`src/hw/rtl/splt_pkg.sv`:
```
// Package for the sorted partition lock table.
// Holds the command, status and state codes and the item structs.
// No dependencies.
package splt_pkg;

    localparam int KEY_W     = 64;
    localparam int IDX_W     = 8;
    localparam int OUT_CNT_W = 16;
    localparam int TOT_W     = 9;

    typedef enum logic [2:0] {
        CMD_INSERT       = 3'd0,
        CMD_REMOVE       = 3'd1,
        CMD_READ_LOCK    = 3'd2,
        CMD_READ_UNLOCK  = 3'd3,
        CMD_WRITE_LOCK   = 3'd4,
        CMD_WRITE_UNLOCK = 3'd5,
        CMD_FIND_INDEX   = 3'd6,
        CMD_READ_COUNTER = 3'd7
    } command_t;

    typedef enum logic [2:0] {
        ST_OK        = 3'd0,
        ST_NOT_FOUND = 3'd1,
        ST_PRESENT   = 3'd2,
        ST_BUSY      = 3'd3,
        ST_FULL      = 3'd4
    } status_t;

    typedef enum logic [2:0] {
        FSM_IDLE,
        FSM_SEARCH,
        FSM_CHECK,
        FSM_SHIFT_UP,
        FSM_WRITE_NEW,
        FSM_SHIFT_DOWN
    } state_t;

    typedef struct packed {
        command_t                 command;
        logic signed [KEY_W-1:0]  key_time;
        logic signed [KEY_W-1:0]  key_txn;
    } in_t;

    typedef struct packed {
        status_t                     status;
        logic [IDX_W-1:0]            entry_index;
        logic signed [OUT_CNT_W-1:0] counter_value;
        logic [TOT_W-1:0]            entry_total;
    } out_t;

    typedef struct packed {
        logic less;
        logic equal;
    } cmp_t;

endpackage

```
`src/hw/rtl/splt_cmp.sv`:
```
// Key comparator for the sorted partition lock table.
// Orders by time, then by transaction number, both signed; uses splt_pkg.
module splt_cmp (
    input  logic signed [splt_pkg::KEY_W-1:0] entry_time,
    input  logic signed [splt_pkg::KEY_W-1:0] entry_txn,
    input  logic signed [splt_pkg::KEY_W-1:0] key_time,
    input  logic signed [splt_pkg::KEY_W-1:0] key_txn,
    output splt_pkg::cmp_t                    cmp
);
    import splt_pkg::*;

    always_comb
    begin
        if (entry_time != key_time)
        begin
            cmp.less = entry_time < key_time;
        end
        else
        begin
            cmp.less = entry_txn < key_txn;
        end
        cmp.equal = (entry_time == key_time) && (entry_txn == key_txn);
    end

endmodule
```
`config.mk`:
```
export PLATFORM = sky130hd
export DESIGN_NAME = splt_cmp
export DESIGN_NICKNAME = d
export VERILOG_FILES = /design/src/hw/rtl/splt_pkg.sv /design/src/hw/rtl/splt_cmp.sv
export SDC_FILE = /design/constraint.sdc
export NUM_CORES = 1
export LEC_CHECK = 0
export BUFFER_PORTS_ARGS = -buffer_cell sky130_fd_sc_hd__buf_2
export CAP_MARGIN = 20
export CORE_AREA = 2 2 100 102
export DETAILED_ROUTE_END_ITERATION = 7
export DIE_AREA = 0 0 102 104
export GPL_TIMING_DRIVEN = 0
export PLACE_DENSITY = 0.71
export SLEW_MARGIN = 20
export SYNTH_ARGS = -nofsm -noshare
export SYNTH_HDL_FRONTEND = slang
export SYNTH_SLANG_ARGS = --single-unit
```
`constraint.sdc`:
```
create_clock -name vclk -period 3
set_clock_uncertainty 0.2 [all_clocks]
set_input_delay 0.45 -clock vclk [all_inputs]
set_output_delay 0.45 -clock vclk [all_outputs]
set_load 0.01 [all_outputs]
```
**Word-level counts from Yosys, hierarchy flattened**

Index checks and enable logic that the tools add are counted.

- Register bits: 0
- Word-level logic and storage cells: 7

- $lt $le $gt $ge: 2
- Eq/ne operators: 3
- Muxes and demuxes: 1
- Reductions and logical operators: 1

Operators by type and width:

| cell | number |
|---|---|
| == test 64 bit | 2 |
| less-than comparator 64 bit | 2 |
| != test 64 bit | 1 |
| logical AND 1 bit | 1 |
| two-way mux 1 bit | 1 |

**Longest topological paths before layout**

- Depth in word-level cells: 2
- Mapped depth: 10
- Gate-level depth less buffers: 10

**Worst setup path before layout**

OpenSTA, ideal clock, no wires.

- Path type: input port to output port
- Start point: input port key_txn[45] (netlist bit)
- End point: output port cmp[1] (netlist bit)
- Arrival: 2.287 ns
- Required time: 2.350 ns
- Slack: 0.063 ns
- Stages: 10
- Buffers on the path: 0
- Cells stage by stage: inv_1 -> ha_1 -> a21o_1 -> a221o_1 -> a21oi_1 -> nand2_1 -> a2111oi_0 -> o21ai_2 -> xnor2_1 -> mux2i_1

RTL lines:

| element | RTL line | RTL |
|---|---|---|
| start: declaration | splt_cmp.sv:7 | `input logic signed [splt_pkg::KEY_W-1:0] key_txn,` |
| end: declaration | splt_cmp.sv:8 | `output splt_pkg::cmp_t cmp` |

==> results.json <==
{
  "status": "finished, violations left",
  "violations": "setup timing",
  "period_minus_slack_ns": 3.096,
  "worstSetupEndpointType": "output port",
  "max_freq_mhz": 323.0,
  "ff_latch_area_um2": 0,
  "grt_pass1_vias": 4460,
  "ctsHoldBuffers": 0,
  "ys_seq_area_share_pct": 0,
  "detail_route.first_pass.iterations": 4,
  "place_hpwl_mm": 9.800,
  "ant_nets": 0,
  "cpPeakStageDelay_ns": 0.36,
  "period_share_pct": 103.2,
  "nClkBuffers": 0,
  "worstSetupPathType": "input pin to output port",
  "antenna_found_initial": 0,
  "crit_chain": "buf_2 -> ha_1 -> nand4_1 -> nor3_2 -> a21boi_1 -> o41ai_2 -> nor4bb_4 -> o21ai_2 -> xnor2_2 -> mux2i_1 -> buf_2",
  "critPathSlowestCell": "o41ai_2",
  "pwr-share-seq_pct": 0,
  "portBuffers": 258,
  "fin_util_pct": 58.77,
  "drive_gt1_share_pct": 49.38,
  "synthTopCellsByArea": "ha_1 49%, inv_1 15%, a21oi_1 7.4%, nand4_1 4.6%, a21o_1 2.8%",
  "final_cell_area_mm2": 0.005612,
  "path_common_cell": "buf_2",
  "cp-start-kind": "input pin",
  "synth_nets": 839,
  "overflow": 0,
  "cp-startpoint": "entry_txn[13]",
  "grt_max_degree": 5,
  "rows": 36,
  "worstPathRequired_ns": 2.35,
  "wl_mm": 12.10,
  "synth_top_cell_by_area": "ha_1",
  "arrival_ns": 2.45,
  "holdWs_ns": 1.363,
  "start_util_pct": 34.21,
  "cp_num_buf_inv": 2,
  "power_frac_comb_pct": 100.0,
  "hold_depth": 6,
  "syn_area_mm2": 0.003267,
  "fillCellCount": 825,
  "place_ws_ns": -0.3841,
  "power.switching_uw": 324.0,
  "numPlacedInstances": 846,
  "setup_ws_ns": -0.09560,
  "cp_max_fo": 3,
  "cpLargestDelayFamily": "compound AO/OA/AOI/OAI gates",
  "ir_drop_mv": 0.07044,
  "rsz0062_at_grt": "true",
  "grt_usage_pct": 20.89,
  "synthToLayoutAreaGrowth_pct": 71.77,
  "finalSetupViolations": 1,
  "drc": 0,
  "drv_cap": 0,
  "p_sw_share_pct": 45.67,
  "clockPowerShare_pct": 0,
  "p_leak_nw": 3.268,
  "internal_power_uw": 385.5,
  "syn_inst": 455,
  "vias": 4303,
  "dpl_cell_area_mm2": 0.004725,
  "relSlewSlack_pct": 74.52,
  "dieArea_mm2": 0.01061,
  "cp.depth": 11,
  "wl_per_cell_um": 14.04,
  "viasPerCell": 4.992,
  "die_h_um": 104,
  "synth_area_per_cell_um2": 7.180,
  "power.density_mw_per_mm2": 126.4,
  "yosysTopAreaCellShare_pct": 49.02,
  "die_w_um": 102,
  "slew_violations": 0,
  "grt_first_pass_wirelength_mm": 18.47,
  "nets": 1115,
  "drtIter0Drc": 89,
  "synth_cell_type_count": 36,
  "core_area_mm2": 0.009549,
  "total_power_uw": 709.5,
  "insertedDiodeCount": 0,
  "timing_hold_violations_final": 0,
  "pin_count": 258,
  "tightestPinTransition_ns": 0.3786,
  "gp_congestion": 0.8863,
  "layout.cells.non_filler": 862,
  "hold_class": "input pin to output port",
  "tns_ns": -0.09560,
  "hold_path_startpoint": "entry_txn[63]",
  "seq_cell_count": 0,
  "ys_warn_count": 0
}
==> worst min-delay path, cell delays in order <==
cell     delay (ns)
buf_2          0.10
ha_4           0.13
buf_4          0.12
xnor2_2        0.11
mux2i_1        0.06
buf_2          0.14
==> cell families after synthesis <==
logic type	count (synthesis)	share of synthesized area [%]
AOI/OAI and AO/OA	96	17.69
buffers and inverters	130	14.94
muxes	1	0.3064
adders and majority gates	128	49.02
and+or+nand+nor	98	17.50
xor gates and xnor gates	2	0.5363
==> Yosys cell counts, drive strengths merged, types with 2 or more instances <==
cell type / n
nand3: 16
a221oi: 3
a21o: 12
nor3: 5
ha: 128
a21oi: 48
inv: 130
nand2: 21
nor2: 8
o21ai: 17
nand4: 26
o211ai: 3
nor4bb: 2
and4: 5
nor2b: 5
a221o: 2
a211oi: 5
or3: 3
nor4: 4
==> layout by cell type, fill, tap and decap left out, drive strengths merged, types with 4 or more instances in the layout <==
master and count:
nor2b 5, nor3 5, a21o 12, ha 128, a21oi 48, o21ai 17, inv 130, a211oi 5
nor4 4, nand2 21, and4 5, nor2 8, nand3 16, buf 274, nand4 26
==> path summary, 6_finish.rpt <==
| check | end |
|---|---|
| worst max-delay path | cmp[1] |
| worst min-delay path | cmp[1] |
==> metal layers <==
layer / vias up / global-route usage, % / routed length [um]
met4: 0 / 4.857 / 297
met3: 26 / 3.629 / 1036
li1: 2141 / - / -
met1: 1948 / 20.13 / 4317
met2: 188 / 43.66 / 6451
met5: - / 0 / 0
==> final cells by class <==
class	count	area [um2]	share of cell area [%]
multi-input cells	325	3366	59.98
inverters	130	493.0	8.785
repair buffers	274	1587	28.27
well taps	133	166.4	2.965
==> power by group through the flow <==
| stage | registers, mW | clock network (mW) | logic (mW) |
|---|---|---|---|
| detailed placement | 0 | 0 | 0.556 |
| global route | 0 | 0 | 0.795 |
| CTS | 0 | 0 | 0.686 |
| finish | 0 | 0 | 0.710 |
| floorplan | 0 | 0 | 0.300 |
| global placement | 0 | 0 | 0.531 |
==> what timing repair did <==
| item | in CTS | in global routing |
|---|---|---|
| buffers inserted | 14 | 2 |
| pin swaps | 58 | 5 |
| setup endpoints to repair | 2 | 2 |
| resized for setup | 114 | 5 |
(Power assumes the default switching activity.)
